### config.mk
export PLATFORM = sky130hd
export DESIGN_NAME = midi_note_tracker_channel_remap_unit
export DESIGN_NICKNAME = d
export VERILOG_FILES = /design/src/hdl/mntcr_pkg.sv /design/src/hdl/midi_note_tracker_channel_remap_unit.sv /design/src/hdl/mntcr_ram.sv /design/src/hdl/mntcr_chmap.sv
export VERILOG_INCLUDE_DIRS = /design/src /design/src/hdl
export SDC_FILE = /design/constraint.sdc
export NUM_CORES = 2
export LEC_CHECK = 0
export BUFFER_PORTS_ARGS = -buffer_cell sky130_fd_sc_hd__buf_4
export CAP_MARGIN = 20
export CELL_PAD_IN_SITES_DETAIL_PLACEMENT = 1
export CELL_PAD_IN_SITES_GLOBAL_PLACEMENT = 2
export CORE_ASPECT_RATIO = 1.4
export CORE_MARGIN = 2
export CORE_UTILIZATION = 46
export CTS_BUF_LIST = sky130_fd_sc_hd__clkbuf_8
export CTS_CLUSTER_DIAMETER = 50
export DETAILED_ROUTE_END_ITERATION = 16
export GPL_TIMING_DRIVEN = 0
export PLACE_DENSITY_LB_ADDON = 0.12
export SKIP_LAST_GASP = 1
export SYNTH_ARGS = -nofsm -noshare
export SYNTH_HDL_FRONTEND = slang
export SYNTH_SLANG_ARGS = --single-unit
### constraint.sdc
create_clock -name clk -period 10.3 [get_ports clk]
set_input_delay 2.06 -clock clk [delete_from_list [all_inputs] [get_ports clk]]
set_output_delay 2.06 -clock clk [all_outputs]
set_load 0.05 [all_outputs]
### src/hdl/assert_macros.svh
// Assertion helpers; expect clk and rst_n in scope.
`ifndef ASSERT_MACROS_SVH
`define ASSERT_MACROS_SVH

// same-cycle implication
`define MNTCR_ASSERT_IMP(lbl, ante, cons, msg) \
  lbl: assert property (@(posedge clk) disable iff (!rst_n) (ante) |-> (cons)) \
    else $error(msg);

// next-cycle implication
`define MNTCR_ASSERT_NEXT(lbl, ante, cons, msg) \
  lbl: assert property (@(posedge clk) disable iff (!rst_n) (ante) |=> (cons)) \
    else $error(msg);

`endif

### src/hdl/mntcr_pkg.sv
package mntcr_pkg;

  localparam int NUM_CHANNELS = 16;
  localparam int IN_TDATA_W   = 40;
  localparam int OUT_TDATA_W  = 80;

  localparam logic [1:0] EV_NOTE_ON  = 2'd0;
  localparam logic [1:0] EV_NOTE_OFF = 2'd1;
  localparam logic [1:0] EV_CC       = 2'd2;

  localparam logic       KIND_EVENT = 1'b0;
  localparam logic       KIND_START = 1'b1;

  localparam logic       ST_EVENT    = 1'b0;
  localparam logic       ST_POLY_ERR = 1'b1;

  localparam logic       REG_MASK   = 1'b0;
  localparam logic       REG_BUDGET = 1'b1;

  localparam logic [6:0] CC_LIMIT   = 7'd120;
  localparam logic [1:0] GEN_MARK   = 2'b01;
  localparam logic [4:0] BUDGET_MAX = 5'd16;

  typedef struct packed {
    logic       valid;
    logic [3:0] chan;
  } map_entry_t;

  typedef struct packed {
    logic [29:0] cnt;
    logic [3:0]  chan;
    logic [6:0]  note;
  } slot_t;

  typedef struct packed {
    logic [13:0] wide;
    logic [6:0]  second;
    logic [6:0]  first;
    logic [1:0]  etype;
    logic [3:0]  src;
  } in_item_t;

  typedef struct packed {
    logic [31:0] gen;
    logic [6:0]  owner_note;
    logic [3:0]  owner_chan;
    logic [13:0] wide;
    logic [6:0]  second;
    logic [6:0]  first;
    logic [1:0]  otype;
    logic [3:0]  mapped;
  } out_item_t;

endpackage

### src/hdl/midi_note_tracker_channel_remap_unit.sv
// MIDI note tracker with channel remap. A start item (in_tuser = 1) clears all
// held notes, the event counter and the failure flag, and rebuilds the channel
// map from the mask and budget registers one source channel per cycle. A
// note-on or note-off walks the slot RAM one entry per cycle with a single
// compare unit. One item is worked on at a time; the result register lets the
// next item enter while a result still waits on out_tready. After a polyphony
// error every event is ignored until the next start item.
`include "assert_macros.svh"

module midi_note_tracker_channel_remap_unit
  import mntcr_pkg::*;
  #(parameter int HELD_SLOTS = 32)
  (
  input  logic                   clk,
  input  logic                   rst_n,
  input  logic                   in_tvalid,
  output logic                   in_tready,
  // source_channel, event_type, first_data, second_data, wide_value
  input  logic [IN_TDATA_W-1:0]  in_tdata,
  // kind
  input  logic                   in_tuser,
  output logic                   out_tvalid,
  input  logic                   out_tready,
  // mapped_channel, out_type, out_first, out_second, out_wide,
  // owner_channel, owner_note, owner_generation
  output logic [OUT_TDATA_W-1:0] out_tdata,
  // status
  output logic                   out_tuser,
  input  logic                   cfg_we,
  input  logic                   cfg_index,
  input  logic [15:0]            cfg_wdata
);

  localparam int SW = (HELD_SLOTS > 1) ? $clog2(HELD_SLOTS) : 1;
  localparam logic [SW-1:0] LAST_SLOT = SW'(HELD_SLOTS - 1);

  typedef enum logic [2:0] {
    S_IDLE, S_MAP, S_DECIDE, S_SCAN, S_FINISH, S_EMIT
  } state_t;

  state_t      state_r;
  logic [15:0] mask_r;
  logic [4:0]  budget_r;
  in_item_t    in_item;
  logic [3:0]  src_r;
  logic [1:0]  type_r;
  logic [6:0]  d1_r;
  logic [6:0]  d2_r;
  logic [13:0] wide_r;
  logic [29:0] cnt_r;
  logic        failed_r;
  logic [HELD_SLOTS-1:0] vld_r;
  logic        issue_r;
  logic [SW-1:0] addr_r;
  logic        cmp_r;
  logic [SW-1:0] kidx_r;
  logic        found_r;
  logic [SW-1:0] best_r;
  logic [29:0] best_cnt_r;
  logic        pend_err_r;
  logic [3:0]  pend_map_r;
  logic [31:0] pend_gen_r;
  logic        out_vld_r;
  logic        out_status_r;
  out_item_t   out_r;

  map_entry_t  map_ent;
  logic        map_busy;
  logic        build;
  slot_t       rd_slot;
  slot_t       wr_slot;
  logic        ram_we;
  logic        ram_re;

  assign in_item   = in_tdata[$bits(in_item_t)-1:0];
  assign in_tready = (state_r == S_IDLE);
  assign build     = in_tvalid && in_tready && (in_tuser == KIND_START);

  assign ram_re  = (state_r == S_SCAN) && issue_r;
  assign ram_we  = (state_r == S_FINISH) && (type_r == EV_NOTE_ON) && found_r;
  assign wr_slot = '{cnt: cnt_r, chan: src_r, note: d1_r};

  mntcr_chmap u_chmap (
    .clk    (clk),
    .rst_n  (rst_n),
    .build  (build),
    .mask   (mask_r),
    .budget (budget_r),
    .src    (src_r),
    .entry  (map_ent),
    .busy   (map_busy)
  );

  mntcr_ram #(.WIDTH($bits(slot_t)), .DEPTH(HELD_SLOTS)) u_slot_ram (
    .clk   (clk),
    .we    (ram_we),
    .waddr (best_r),
    .wdata (wr_slot),
    .re    (ram_re),
    .raddr (addr_r),
    .rdata (rd_slot)
  );

  always_ff @(posedge clk) begin
    if (!rst_n) begin
      state_r  <= S_IDLE;
      mask_r   <= '0;
      budget_r <= BUDGET_MAX;
      cnt_r    <= '0;
      failed_r <= 1'b0;
      vld_r    <= '0;
      issue_r  <= 1'b0;
      cmp_r    <= 1'b0;
      found_r  <= 1'b0;
      out_vld_r <= 1'b0;
    end else begin
      if (cfg_we) begin
        unique case (cfg_index)
          REG_MASK:   mask_r   <= cfg_wdata;
          REG_BUDGET: budget_r <= cfg_wdata[4:0];
          default:    mask_r   <= mask_r;
        endcase
      end
      if (out_vld_r && out_tready && (state_r != S_EMIT)) begin
        out_vld_r <= 1'b0;
      end
      unique case (state_r)
        S_IDLE: begin
          if (in_tvalid) begin
            src_r  <= in_item.src;
            type_r <= in_item.etype;
            d1_r   <= in_item.first;
            d2_r   <= in_item.second;
            wide_r <= in_item.wide;
            if (in_tuser == KIND_START) begin
              vld_r    <= '0;
              cnt_r    <= '0;
              failed_r <= 1'b0;
              state_r  <= S_MAP;
            end else begin
              state_r <= S_DECIDE;
            end
          end
        end
        S_MAP: begin
          if (!map_busy) begin
            state_r <= S_IDLE;
          end
        end
        S_DECIDE: begin
          if (failed_r) begin
            state_r <= S_IDLE;
          end else begin
            cnt_r      <= cnt_r + 30'd1;
            pend_err_r <= ST_EVENT;
            pend_map_r <= map_ent.chan;
            pend_gen_r <= {GEN_MARK, cnt_r + 30'd1};
            found_r    <= 1'b0;
            issue_r    <= 1'b1;
            addr_r     <= '0;
            cmp_r      <= 1'b0;
            priority if (!map_ent.valid || (type_r == EV_CC && d1_r >= CC_LIMIT)) begin
              state_r <= S_IDLE;
            end else if (type_r == EV_NOTE_ON || type_r == EV_NOTE_OFF) begin
              state_r <= S_SCAN;
            end else begin
              state_r <= S_EMIT;
            end
          end
        end
        S_SCAN: begin
          cmp_r  <= issue_r;
          kidx_r <= addr_r;
          if (issue_r) begin
            addr_r <= addr_r + 1'b1;
            if (addr_r == LAST_SLOT) begin
              issue_r <= 1'b0;
            end
          end
          if (cmp_r) begin
            if (type_r == EV_NOTE_ON) begin
              if (!vld_r[kidx_r] && !found_r) begin
                found_r <= 1'b1;
                best_r  <= kidx_r;
              end
            end else if (vld_r[kidx_r] && rd_slot.chan == src_r && rd_slot.note == d1_r &&
                         (!found_r || rd_slot.cnt < best_cnt_r)) begin
              found_r    <= 1'b1;
              best_r     <= kidx_r;
              best_cnt_r <= rd_slot.cnt;
            end
            if (kidx_r == LAST_SLOT) begin
              state_r <= S_FINISH;
            end
          end
        end
        S_FINISH: begin
          if (type_r == EV_NOTE_ON) begin
            if (found_r) begin
              vld_r[best_r] <= 1'b1;
            end else begin
              failed_r   <= 1'b1;
              pend_err_r <= ST_POLY_ERR;
            end
            state_r <= S_EMIT;
          end else if (found_r) begin
            vld_r[best_r] <= 1'b0;
            pend_gen_r    <= {GEN_MARK, best_cnt_r};
            state_r       <= S_EMIT;
          end else begin
            state_r <= S_IDLE;
          end
        end
        S_EMIT: begin
          if (!out_vld_r || out_tready) begin
            out_vld_r    <= 1'b1;
            out_status_r <= pend_err_r;
            if (pend_err_r == ST_POLY_ERR) begin
              out_r <= '0;
            end else begin
              out_r <= '{gen: pend_gen_r, owner_note: d1_r, owner_chan: src_r,
                         wide: wide_r, second: d2_r, first: d1_r, otype: type_r,
                         mapped: pend_map_r};
            end
            state_r <= S_IDLE;
          end
        end
        default: state_r <= S_IDLE;
      endcase
    end
  end

  assign out_tvalid = out_vld_r;
  assign out_tuser  = out_status_r;
  assign out_tdata  = {(OUT_TDATA_W - $bits(out_item_t))'(0), out_r};

  `MNTCR_ASSERT_IMP(a_err_zero, out_tvalid && out_tuser == ST_POLY_ERR, out_tdata == '0, "error item carries payload")
  `MNTCR_ASSERT_IMP(a_gen_mark, out_tvalid && out_tuser == ST_EVENT, out_r.gen[31:30] == GEN_MARK, "generation mark missing")
  `MNTCR_ASSERT_NEXT(a_scan_hold, state_r == S_SCAN, $stable(vld_r), "slot valid bits changed during scan")
  `MNTCR_ASSERT_IMP(a_fail_emit, $rose(failed_r), state_r == S_EMIT && pend_err_r == ST_POLY_ERR, "failure without error item")

endmodule

### src/hdl/mntcr_ram.sv
module mntcr_ram
  #(parameter int WIDTH = 41,
    parameter int DEPTH = 32,
    localparam int AW = (DEPTH > 1) ? $clog2(DEPTH) : 1)
  (
  input  logic             clk,
  input  logic             we,
  input  logic [AW-1:0]    waddr,
  input  logic [WIDTH-1:0] wdata,
  input  logic             re,
  input  logic [AW-1:0]    raddr,
  output logic [WIDTH-1:0] rdata
);

  logic [WIDTH-1:0] mem [DEPTH];

  always_ff @(posedge clk) begin
    if (we) begin
      mem[waddr] <= wdata;
    end
    if (re) begin
      rdata <= mem[raddr];
    end
  end

endmodule

### src/hdl/mntcr_chmap.sv
module mntcr_chmap
  import mntcr_pkg::*;
  (
  input  logic       clk,
  input  logic       rst_n,
  input  logic       build,
  input  logic [15:0] mask,
  input  logic [4:0] budget,
  input  logic [3:0] src,
  output map_entry_t entry,
  output logic       busy
);

  map_entry_t map_r [NUM_CHANNELS];
  logic [15:0] mask_r;
  logic [4:0]  limit_r;
  logic [4:0]  limit_nxt;
  logic [4:0]  used_r;
  logic [3:0]  idx_r;
  logic        busy_r;

  always_comb begin
    priority if (budget == 5'd0) begin
      limit_nxt = 5'd1;
    end else if (budget > BUDGET_MAX) begin
      limit_nxt = BUDGET_MAX;
    end else begin
      limit_nxt = budget;
    end
  end

  always_ff @(posedge clk) begin
    if (!rst_n) begin
      busy_r <= 1'b0;
      for (int i = 0; i < NUM_CHANNELS; i++) begin
        map_r[i] <= '0;
      end
    end else if (build) begin
      mask_r  <= mask;
      limit_r <= limit_nxt;
      used_r  <= '0;
      idx_r   <= '0;
      busy_r  <= 1'b1;
    end else if (busy_r) begin
      if (mask_r[idx_r] && (used_r < limit_r)) begin
        map_r[idx_r] <= '{valid: 1'b1, chan: used_r[3:0]};
        used_r       <= used_r + 5'd1;
      end else begin
        map_r[idx_r] <= '0;
      end
      idx_r <= idx_r + 4'd1;
      if (idx_r == 4'(NUM_CHANNELS - 1)) begin
        busy_r <= 1'b0;
      end
    end
  end

  assign entry = map_r[src];
  assign busy  = busy_r;

endmodule
==> flow_summary.ini <==
[worst_setup_path]
worstPathRequired_ns = 8.24
cp_max_fo = 10
critPathKind = flip-flop to output pin
startpoint_type = flip-flop
cp_slowest_cell = nor3_1
max_stage_delay_ns = 0.89
critical_path_arrival_ns = 2.69
endpoint_kind = output pin
crit_chain = buf_2 > nor3_1 > buf_4

[clocking]
path_clk_slew_ns = 0.06
hold_buffers = 0
ctsResizeCount = 0
cts-root-buf = clkbuf_8
cts_setup_buffers = 0
cts.sinks = 1743
htreeDepth = 5
numCtsBuffers = 286
clk_latency_ns = 1.01
clockBufferDepth = 4
cts_tree = built

[power_and_ir_drop]
ir_worst_vdd_uv = 146
combPwrFrac_pct = 2.8
intPower_uw = 10600
switchingPower_uw = 2930
p_leak_uw = 0.0268
p_clk_share_pct = 39.8
powerDensity_nw_per_um2 = 171
switching_share_pct = 21.7
power.share.sequential_pct = 57.4

[route]
vias_per_cell = 5.86
drc = 0
met1_length_um = 74300
dr.pass1.iters = 5
topRoutingLayerUsed = met4
dr_wl_met3_um = 9860
post_drt_wl_per_cell_um = 31.4
drtIter0Drc = 3559
route.met2.wl_um = 101000
ant_nets = 0
vias = 35500
drt_wl_total_um = 190000

[finish]
design_area_sq_um = 79000
layout-drive-gt1-share_pct = 28.8
final_cells = 6059
final_cell_mix = edfxtp_1 (1,647), mux4_2 (446), clkbuf_8 (300), nor2_1 (179), buf_4 (165)
final_common_cell = edfxtp_1
fin_nets = 4026
syn2layout_area_growth_pct = 16.1

[global_route]
grt_pass1_wl_um = 273000
grt_overflow = 0
track_usage_pct = 25.5
antenna_found_initial = 2
grt_pass1_vias = 38900
grt_max_degree = 40

[logic_synthesis]
synth_top_area_share_pct = 72.7
synth_flop_cell = edfxtp_1
synth-seq-cells = 1743
synth.area.top_cells = edfxtp_1 (73%), mux4_2 (15%), dfxtp_1 (2.8%)
yosysWarnings = 0
ys_types = 59
async_reset_ff_share_pct = 0
postSynthCellCount = 3383
ys_seq_area_share_pct = 75.5
yosysTopAreaCell = edfxtp_1
synth-edff-count = 1647
synthesis.area_sq_um = 68100
postSynthAreaPerCell_sq_um = 20.1

[timing]
drv_slew = 0
finalSetupViolations = 0
fin_skew_ns = 0.0577
hold_viol = 0
min_period_ns = 4.75
tightest_slew_ns = 1.15
rsz0062_at_grt = no
fmax_ghz = 0.211
slew_headroom_pct = 23.4
whs_ns = 0.427
finalCritPeriodShare_pct = 46.1

[floorplanning]
die_x_um = 329
num_rows = 167
pin_count = 146
dieArea_sq_um = 151000
coreArea_sq_um = 148000
initial_core_util_pct = 46.1
die_y_um = 459

[min_path]
hold_path_class = flip-flop to flip-flop

[place]
place_hpwl_um = 129000
routabilityCongestion = 0.800
io_buffers = 134
post-place-cells = 5554
post_dp_cell_area_sq_um = 73600

[flow_run]
maxCapViolCount = 0

[outcome]
status = completed
-- registers in the layout, summed over array words and instances (netlist names), 16 cells and up, named ones only --
| register | flops |
|---|---|
| u_chmap.mask_r | 16 |
| u_slot_ram.rdata | 41 |
| mask_r | 16 |
| vld_r | 32 |
| best_cnt_r | 30 |
| u_chmap.map_r | 80 |
| out_tdata | 69 |
| u_slot_ram.mem | 1312 |
| pend_gen_r | 30 |
| cnt_r | 30 |
-- cells in the mapped netlist, types with 45 or more instances --
cell type / number
a21oi_1: 98
clkbuf_1: 98
dfxtp_1: 96
edfxtp_1: 1647
inv_1: 45
mux2_2: 47
mux4_2: 446
nand2_1: 140
nor2_1: 212
nor2b_1: 75
nor3_1: 50
o21ai_0: 68
-- path summary, 6_finish.rpt --
kind / from / slack [ns] / depth (start not counted) / to
worst max-delay path: state_r[2]$_SDFFE_PN0P_ / 5.55 / 3 / in_tready
worst min-delay path: mask_r[10]$_SDFFE_PN0P_ / 0.43 / 0 / u_chmap.mask_r[10]$_DFFE_PP_
worst max register to register: addr_r[1]$_SDFFCE_PN0P_ / 6.07 / 6 / u_slot_ram.rdata[18]$_DFFE_PP_
worst min register to register: mask_r[10]$_SDFFE_PN0P_ / 0.43 / 0 / u_chmap.mask_r[10]$_DFFE_PP_
-- power groups by stage --
| stage | logic (uW) | clock network, uW | registers [uW] |
|---|---|---|---|
| 6_report | 376 | 5370 | 7740 |
| 5_1_grt | 401 | 5780 | 7740 |
| 4_1_cts | 368 | 5500 | 7750 |
| 3_5_place_dp | 367 | 0 | 7900 |
| 3_3_place_gp | 333 | 0 | 7900 |
| 2_1_floorplan | 213 | 0 | 7890 |
-- cell type report --
type,count,area [sq um]
Tap cell,1943,2430
Buffer,189,880
Timing Repair Buffer,246,3350
Sequential cell,1743,51400
Clock inverter,180,749
Fill cell,13300,68500
Multi-Input combinational cell,1408,15900
Inverter,46,173
Clock buffer,300,4130
Antenna cell,4,10.0
-- worst max-delay path: cells and delay by family, from the launching register on --
family                 cells  cell delay (ns)
buffers and inverters      2             0.53
DFF                        1             0.30
and+or+nand+nor            1             0.89
-- layer usage --
metal  GRT usage (%)  vias to the layer above
met1            32.9                    19200
met3            3.91                      279
met4            7.59                        0
li1                -                    14800
met2            44.8                     1203
met5               0                        -
-- cell families after synthesis --
kind of cell    synth area share (%)
flops                           75.5
fa+ha+maj                      0.790
mux                             15.6
other cells                  0.00551
simple gates                    4.18
compound gates                  1.81
buf+inv                         1.54
xor+xnor                       0.592
-- through the flow --
step	total power, uW	setup WS, ns	utilization (%)	setup TNS [ns]
floorplan	8100	0.313	-	0
global placement	8240	-4.62	48.5	-322.01
detailed placement	8260	4.73	49.9	0
CTS	13600	5.49	53.2	0
global route	13900	5.50	53.6	0
finish	13500	5.55	53.6	0
Power figures use the tool's default switching activity.
